## src/rtl/core/udec_pkg.sv

```systemverilog
// ----------------------------------------------------------------------------
// udec_pkg
// shared constants and types for the 64-bit to decimal ascii streamer
// ----------------------------------------------------------------------------
package udec_pkg;

    localparam int VALUE_W       = 64;
    localparam int NUM_DIGITS    = 20;
    localparam int BITS_PER_STEP = 4;
    localparam int NUM_STEPS     = VALUE_W / BITS_PER_STEP;
    localparam int STEP_W        = $clog2(NUM_STEPS);
    localparam int IDX_W         = $clog2(NUM_DIGITS);
    localparam int CHAR_W        = 8;
    localparam int CNT_W         = 15;

    localparam int MAX_NUMBERS   = 1024;
    localparam int COUNT_LIMIT   = 32767;
    localparam int CHAR_CAP      = (MAX_NUMBERS * 20 > COUNT_LIMIT) ? COUNT_LIMIT
                                                                    : MAX_NUMBERS * 20;

    localparam logic [CHAR_W-1:0] ASCII_ZERO = 8'h30;
    localparam logic [CHAR_W-1:0] ASCII_NUL  = 8'h00;

    // converted number handed from the converter to the emitter
    typedef struct packed {
        logic [NUM_DIGITS-1:0][3:0] digits;
        logic [IDX_W-1:0]           top_idx;
        logic                       last;
    } udec_num_t;

endpackage

```

## src/rtl/core/udec_cell.sv

```systemverilog
// ----------------------------------------------------------------------------
// udec_cell
// one bcd digit cell of the shift-and-add-3 chain, four bits per enabled cycle
// ----------------------------------------------------------------------------
module udec_cell (
    input  logic       aclk,
    input  logic       clear,
    input  logic       shift_en,
    input  logic [3:0] carry_in,
    output logic [3:0] carry_out,
    output logic [3:0] digit
);

    logic [3:0] digit_reg;
    logic [3:0] digit_next;

    // carry_in[k] enters at sub-step k, carry_out[k] leaves at sub-step k
    always_comb begin
        logic [3:0] d;
        logic [3:0] adj;
        d = digit_reg;
        adj = 4'd0;
        carry_out = 4'd0;
        for (int k = 0; k < udec_pkg::BITS_PER_STEP; k++) begin
            adj = (d >= 4'd5) ? d + 4'd3 : d;
            carry_out[k] = adj[3];
            d = {adj[2:0], carry_in[k]};
        end
        digit_next = d;
    end

    always_ff @(posedge aclk) begin
        if (clear) begin
            digit_reg <= 4'd0;
        end else if (shift_en) begin
            digit_reg <= digit_next;
        end
    end

    assign digit = digit_reg;

endmodule

```

## src/rtl/core/udec_conv.sv

```systemverilog
// ----------------------------------------------------------------------------
// udec_conv
// binary to bcd converter: a row of digit cells fed four bits per cycle
// ----------------------------------------------------------------------------
module udec_conv (
    input  logic                            aclk,
    input  logic                            aresetn,
    input  logic                            s_valid,
    output logic                            s_ready,
    input  logic [udec_pkg::VALUE_W-1:0]    s_value,
    input  logic                            s_batch_end,
    output logic                            res_valid,
    input  logic                            res_ready,
    output udec_pkg::udec_num_t             res
);

    typedef enum logic [1:0] {CV_IDLE, CV_RUN, CV_DONE} conv_state_t;

    conv_state_t                       state_reg;
    logic [udec_pkg::VALUE_W-1:0]      bin_reg;
    logic [udec_pkg::STEP_W-1:0]       step_reg;
    logic                              last_reg;

    logic                              accept;
    logic                              run;
    logic [3:0]                        carry [udec_pkg::NUM_DIGITS+1];
    logic [udec_pkg::NUM_DIGITS-1:0][3:0] digits;
    logic [udec_pkg::IDX_W-1:0]        top_idx;

    assign s_ready   = (state_reg == CV_IDLE) || ((state_reg == CV_DONE) && res_ready);
    assign accept    = s_valid && s_ready;
    assign run       = (state_reg == CV_RUN);
    assign res_valid = (state_reg == CV_DONE);

    // msb first into the least significant digit cell
    always_comb begin
        for (int k = 0; k < udec_pkg::BITS_PER_STEP; k++) begin
            carry[0][k] = bin_reg[udec_pkg::VALUE_W-1-k];
        end
    end

    for (genvar i = 0; i < udec_pkg::NUM_DIGITS; i++) begin : g_cell
        udec_cell u_cell (
            .aclk      (aclk),
            .clear     (accept),
            .shift_en  (run),
            .carry_in  (carry[i]),
            .carry_out (carry[i+1]),
            .digit     (digits[i])
        );
    end

    // highest nonzero digit, zero for a value of zero
    always_comb begin
        top_idx = '0;
        for (int i = 0; i < udec_pkg::NUM_DIGITS; i++) begin
            if (digits[i] != 4'd0) begin
                top_idx = udec_pkg::IDX_W'(i);
            end
        end
    end

    assign res.digits  = digits;
    assign res.top_idx = top_idx;
    assign res.last    = last_reg;

    always_ff @(posedge aclk) begin
        if (!aresetn) begin
            state_reg <= CV_IDLE;
        end else begin
            unique case (state_reg)
                CV_IDLE: begin
                    if (accept) begin
                        state_reg <= CV_RUN;
                    end
                end
                CV_RUN: begin
                    bin_reg  <= bin_reg << udec_pkg::BITS_PER_STEP;
                    step_reg <= step_reg + 1'b1;
                    if (step_reg == udec_pkg::STEP_W'(udec_pkg::NUM_STEPS - 1)) begin
                        state_reg <= CV_DONE;
                    end
                end
                CV_DONE: begin
                    if (accept) begin
                        state_reg <= CV_RUN;
                    end else if (res_ready) begin
                        state_reg <= CV_IDLE;
                    end
                end
                default: begin
                    state_reg <= CV_IDLE;
                end
            endcase
            if (accept) begin
                bin_reg  <= s_value;
                last_reg <= s_batch_end;
                step_reg <= '0;
            end
        end
    end

endmodule

```

## src/rtl/core/udec_emit.sv

```systemverilog
// ----------------------------------------------------------------------------
// udec_emit
// character emitter: walks the digits msd first, adds the terminator at a batch end,
// keeps the batch count and drives the registered output beat
// ----------------------------------------------------------------------------
module udec_emit (
    input  logic                                aclk,
    input  logic                                aresetn,
    input  logic                                res_valid,
    output logic                                res_ready,
    input  udec_pkg::udec_num_t                 res,
    output logic                                m_valid,
    input  logic                                m_ready,
    output logic [udec_pkg::CHAR_W-1:0]         m_char_code,
    output logic                                m_number_done,
    output logic                                m_is_terminator,
    output logic [udec_pkg::CNT_W-1:0]          m_chars_so_far
);

    logic                                 active_reg;
    logic                                 term_phase_reg;
    logic                                 last_reg;
    logic [udec_pkg::IDX_W-1:0]           idx_reg;
    logic [udec_pkg::NUM_DIGITS-1:0][3:0] digits_reg;
    logic [udec_pkg::CNT_W-1:0]           count_reg;

    logic                                 m_valid_reg;
    logic [udec_pkg::CHAR_W-1:0]          char_reg;
    logic                                 done_reg;
    logic                                 term_reg;
    logic [udec_pkg::CNT_W-1:0]           chars_reg;

    logic                                 out_adv;
    logic                                 at_end;
    logic                                 load;
    logic [udec_pkg::CNT_W-1:0]           count_next;
    logic [3:0]                           cur_digit;

    assign out_adv   = active_reg && (!m_valid_reg || m_ready);
    assign at_end    = term_phase_reg || ((idx_reg == '0) && !last_reg);
    assign res_ready = !active_reg || (out_adv && at_end);
    assign load      = res_valid && res_ready;

    assign cur_digit  = digits_reg[idx_reg];
    assign count_next = (count_reg < udec_pkg::CNT_W'(udec_pkg::CHAR_CAP))
                      ? count_reg + 1'b1 : count_reg;

    always_ff @(posedge aclk) begin
        if (!aresetn) begin
            active_reg     <= 1'b0;
            term_phase_reg <= 1'b0;
            count_reg      <= '0;
            m_valid_reg    <= 1'b0;
        end else begin
            if (out_adv) begin
                m_valid_reg <= 1'b1;
                if (term_phase_reg) begin
                    char_reg       <= udec_pkg::ASCII_NUL;
                    done_reg       <= 1'b1;
                    term_reg       <= 1'b1;
                    chars_reg      <= count_reg;
                    count_reg      <= '0;
                    term_phase_reg <= 1'b0;
                end else begin
                    char_reg  <= udec_pkg::ASCII_ZERO + {4'd0, cur_digit};
                    done_reg  <= (idx_reg == '0) && !last_reg;
                    term_reg  <= 1'b0;
                    chars_reg <= count_next;
                    count_reg <= count_next;
                    if (idx_reg == '0) begin
                        if (last_reg) begin
                            term_phase_reg <= 1'b1;
                        end
                    end else begin
                        idx_reg <= idx_reg - 1'b1;
                    end
                end
            end else if (m_ready) begin
                m_valid_reg <= 1'b0;
            end
            // a new number takes over in the cycle the current one ends
            if (load) begin
                active_reg <= 1'b1;
            end else if (out_adv && at_end) begin
                active_reg <= 1'b0;
            end
            if (load) begin
                idx_reg        <= res.top_idx;
                digits_reg     <= res.digits;
                last_reg       <= res.last;
            end
        end
    end

    assign m_valid         = m_valid_reg;
    assign m_char_code     = char_reg;
    assign m_number_done   = done_reg;
    assign m_is_terminator = term_reg;
    assign m_chars_so_far  = chars_reg;

endmodule

```

## src/rtl/core/u64_to_decimal_ascii_stream_top.sv

```systemverilog
// ----------------------------------------------------------------------------
// u64_to_decimal_ascii_stream_top
// streams unsigned 64-bit numbers out as decimal ascii characters
// ----------------------------------------------------------------------------
// Each accepted number leaves as its decimal digits, most significant first,
// without leading zeros (zero gives a single '0'); a number flagged as the end
// of a batch is followed by a NUL beat. Every output beat carries the running
// character count of the batch (terminator excluded, saturating at 20480) and
// a flag on the last beat caused by the number. Conversion runs in a row of
// twenty bcd digit cells that take four bits of the number per cycle; the
// converted digits then move to the emitter, which sends one character per
// cycle unless m_ready stalls it. Conversion of the next number overlaps
// emission of the current one. The output beat sits in a register; while a
// beat waits on m_ready the emitter holds, but conversion can go on.
// ----------------------------------------------------------------------------
module u64_to_decimal_ascii_stream_top (
    input  logic                                aclk,
    input  logic                                aresetn,
    // input beat: one number
    input  logic                                s_valid,
    output logic                                s_ready,
    input  logic [udec_pkg::VALUE_W-1:0]        s_value,
    input  logic                                s_batch_end,
    // output beat: one character
    output logic                                m_valid,
    input  logic                                m_ready,
    output logic [udec_pkg::CHAR_W-1:0]         m_char_code,
    output logic                                m_number_done,
    output logic                                m_is_terminator,
    output logic [udec_pkg::CNT_W-1:0]          m_chars_so_far
);

    // converted number between the cell row and the emitter
    logic                res_valid;
    logic                res_ready;
    udec_pkg::udec_num_t res;

    // binary to bcd, one nibble per cycle through the cells while converting
    udec_conv u_conv (
        .aclk        (aclk),
        .aresetn     (aresetn),
        .s_valid     (s_valid),
        .s_ready     (s_ready),
        .s_value     (s_value),
        .s_batch_end (s_batch_end),
        .res_valid   (res_valid),
        .res_ready   (res_ready),
        .res         (res)
    );

    // one character per cycle into the output register unless m_ready stalls
    udec_emit u_emit (
        .aclk            (aclk),
        .aresetn         (aresetn),
        .res_valid       (res_valid),
        .res_ready       (res_ready),
        .res             (res),
        .m_valid         (m_valid),
        .m_ready         (m_ready),
        .m_char_code     (m_char_code),
        .m_number_done   (m_number_done),
        .m_is_terminator (m_is_terminator),
        .m_chars_so_far  (m_chars_so_far)
    );

endmodule

```

## config.mk

```make
export PLATFORM = sky130hd
export DESIGN_NAME = u64_to_decimal_ascii_stream_top
export DESIGN_NICKNAME = d
export VERILOG_FILES = /design/src/rtl/core/udec_pkg.sv /design/src/rtl/core/udec_cell.sv /design/src/rtl/core/udec_conv.sv /design/src/rtl/core/udec_emit.sv /design/src/rtl/core/u64_to_decimal_ascii_stream_top.sv
export SDC_FILE = /design/constraint.sdc
export NUM_CORES = 1
export LEC_CHECK = 0
export BUFFER_PORTS_ARGS = -buffer_cell sky130_fd_sc_hd__buf_2
export CORE_ASPECT_RATIO = 1.4
export CORE_UTILIZATION = 68
export DETAILED_ROUTE_END_ITERATION = 12
export PLACE_DENSITY = 0.87
export SLEW_MARGIN = 20
export SYNTH_ARGS = -nofsm -noshare
export SYNTH_HDL_FRONTEND = slang
export SYNTH_SLANG_ARGS = --single-unit
```

## constraint.sdc

```tcl
create_clock -name aclk -period 20.6 [get_ports aclk]
set_clock_uncertainty 0.15 [all_clocks]
set_input_delay 1.03 -clock aclk [delete_from_list [all_inputs] [get_ports aclk]]
set_output_delay 1.03 -clock aclk [all_outputs]
set_load 0.01 [all_outputs]
```

==> impl_metrics.ini <==
[critical_path]
arrival_ps = 5130
path_max_fanout = 8
worstPathRequired_ps = 20920
cp-start-kind = flip-flop
crit_start = u_conv.g_cell[10].u_cell.digit[0]
cp-end-kind = flip-flop
r2r-start = u_conv.g_cell[10].u_cell.digit[0]
cp-endpoint = u_conv.g_cell[11].u_cell.digit[2]
rr_endpoint = u_conv.g_cell[11].u_cell.digit[2]
crit_path_max_incr_delay_ps = 420
critPathSlowestCell = dfxtp_1
path_class = reg2reg
path_cells = inv_1 > ha_1 > nor2b_1 > or3_1 > nand2_1 > inv_1 > ha_1 > nand2b_1 > inv_1 > o31ai_1 > xor2_1 > inv_1 > ha_1 > o21a_1 > o31ai_2 > ha_1 > o21ai_2 > o21bai_1 > mux2_4 > o21ai_2
r2r_cells = 20
rrSetupSlack_ps = 15790

[synthesis]
synth-warning-count = 0
synth_cell_types = 96
synthFlopType = edfxtp_1
syn_area_sq_um = 20100
async_flop_share = 0
syn-mean-instance-area_sq_um = 8.78
synth_edf_count = 177
synth.area.top_cells = edfxtp_1, dfxtp_1, ha_1
synth-seq-cells = 277
synth_cells = 2289
synth_top_area_cell = edfxtp_1
ys_seq_area_frac = 0.364
synth_top_area_share = 0.264

[die]
die_w_um = 147
start_util = 0.689
io_pins = 96
dieArea_sq_um = 30300
die-height_um = 205
num_rows = 74
coreArea_sq_um = 29200

[layout]
nFillCells = 2044
finalNetCount = 2538
area_growth_pct = 8.34
post-route-util = 0.747
diodes = 0
drive_gt1_frac = 0.118

[global_route]
antenna_found_initial = 0
grt.total_usage = 0.304
grt_start_max_net_pins = 102
grt_pass1_wl_um = 75900
grt_pass1_vias = 16704
grt_overflow = 0

[sta]
finalCriticalPeriod_ps = 4810
fmax_mhz = 208
maxSlewViolCount = 0
worst_slew_pin_slew_ps = 1060
final.setup.tns_ps = 0
hold_viol_final = 0
rsz0062_at_grt = false
min_period_over_period = 0.234
setup_viol_count_final = 0
relSlewSlack = 0.291

[placed_design]
port_buffers = 93
place.detailed.hpwl_um = 32500
finalWeightedCongestion = 0.870

[clocking]
clkSlewWorstSetupHoldPaths_ps = 70
cts_max_path_buffers = 3
cts_made_buffers = 27
clock_latency_ps = 560
clock-sinks = 277
cts_setup_buffers = 0
cts_tree = yes
cts_resized = 0
h-tree-depth = 1
cts_hold_buf = 0
root_buffer = clkbuf_16

[status]
status = completed

[job]
drv_cap = 0

[drt]
drt_iter0_markers = 1075
num_vias = 17299
dr.pass1.iters = 5
drc = 0
wl_um = 46400
avgRoutedWirePerCell_um = 16.9
ant_nets = 0
viasPerCell = 6.31

[hold_path]
holdPathStages = 0
min_path_type = reg2reg
cell usage in the layout, fill, tap and decap left out, types with 7 or more instances in the layout:
cell type,n
clkbuf_16,27
nand2b_1,61
dfxtp_1,100
mux2_2,41
ha_1,128
edfxtp_1,177
o211ai_1,21
nor2_1,187
nor3b_1,35
inv_1,149
xor2_1,16
o31ai_1,10
xnor2_1,49
a211oi_1,37
nand3_1,48
a211o_1,8
mux4_2,24
o22ai_1,8
nor2b_1,33
nand4_1,7
and4_1,9
o21ai_1,34
a311oi_1,9
nor3_1,54
nand2_1,333
a21oi_1,162
a221oi_1,21
a21o_1,24
and3_1,19
a31oi_1,29
inv_2,7
or3_1,16
o21ai_0,112
buf_2,93
o21a_1,14
and2_1,15
mux2i_1,59
buf_4,10
o21bai_1,11
Yosys cell counts, types with 17 or more instances:
cell,number
and3_1,19
mux2_2,41
mux2i_1,59
nor3b_1,35
inv_1,149
o211ai_1,21
nor2b_1,34
nand2_1,334
o21ai_1,34
a211oi_1,37
dfxtp_1,100
a21oi_1,162
nand2b_1,62
nand3_1,48
ha_1,128
mux4_2,24
buf_2,17
edfxtp_1,177
nor3_1,55
a31oi_1,29
o21ai_0,112
nor2_1,189
a221oi_1,21
a21o_1,24
clkbuf_1,55
xnor2_1,49
worst max-delay path, delay by kind of cell, from the launching register on:
kind / cells / cell delay, ps
DFF: 1 / 420
xor gates and xnor gates: 1 / 390
AOI/OAI and AO/OA: 6 / 1330
and+or+nand+nor: 4 / 760
buffers and inverters: 4 / 290
muxes: 1 / 320
adders and majority gates: 4 / 1090
cell type report:
class	count	area, sq um	share of cell area
Clock buffer	37	753	0.0346
Clock inverter	13	179	0.00822
Inverter	156	586	0.0269
Multi-Input combinational cell	1775	11900	0.546
Sequential cell	277	7320	0.336
Tap cell	380	475	0.0218
Timing Repair Buffer	104	568	0.0261
layer usage:
metal	vias to the layer above	global-route usage	wire, um
li1	8380	-	-
met1	8191	0.332	17400
met2	560	0.580	24500
met3	168	0.0335	2360
met4	0	0.147	2110
met5	-	0	0
logic make-up (layout without fill, tap and decap cells):
kind of cell | count (synthesis) | in the layout | synth area share
XOR/XNOR | 68 | 68 | 0.0307
AND/OR/NAND/NOR | 857 | 857 | 0.201
flip-flops | 277 | 277 | 0.364
multiplexers | 137 | 137 | 0.0879
buffers and inverters | 238 | 310 | 0.0462
AO/OA/AOI/OAI | 583 | 583 | 0.190
other | 1 | 2 | 0.000187
adder cells (fa/ha/maj) | 128 | 128 | 0.0797
stage by stage:
stage | instance area (sq um) | worst slack (ps) | hold WS, ps | std cells
after detailed placement | 20800 | 15820 | 288 | 2691
after floorplan | 20100 | 12690 | 250 | 2290
after global routing | 21800 | 15450 | 321 | 2742
after CTS | 21700 | 15790 | 306 | 2741
after global placement | 20800 | 16010 | 298 | 2691
final | 21800 | 15790 | 297 | 2742
worst min-delay path by stage:
stage                                      start                     to  slack [ps]
2_1_floorplan                    u_conv.last_reg        u_emit.last_reg         250
3_3_place_gp   u_conv.g_cell[17].u_cell.digit[1]  u_emit.digits_reg[69]         300
3_5_place_dp                     u_conv.last_reg        u_emit.last_reg         290
4_1_cts                          u_conv.last_reg        u_emit.last_reg         310
5_1_grt                          u_conv.last_reg        u_emit.last_reg         320
6_report                         u_conv.last_reg        u_emit.last_reg         300
Power is left out: the tool's default activity adds up to more than one toggle a clock period on the data nets, which glitch-free logic cannot reach.
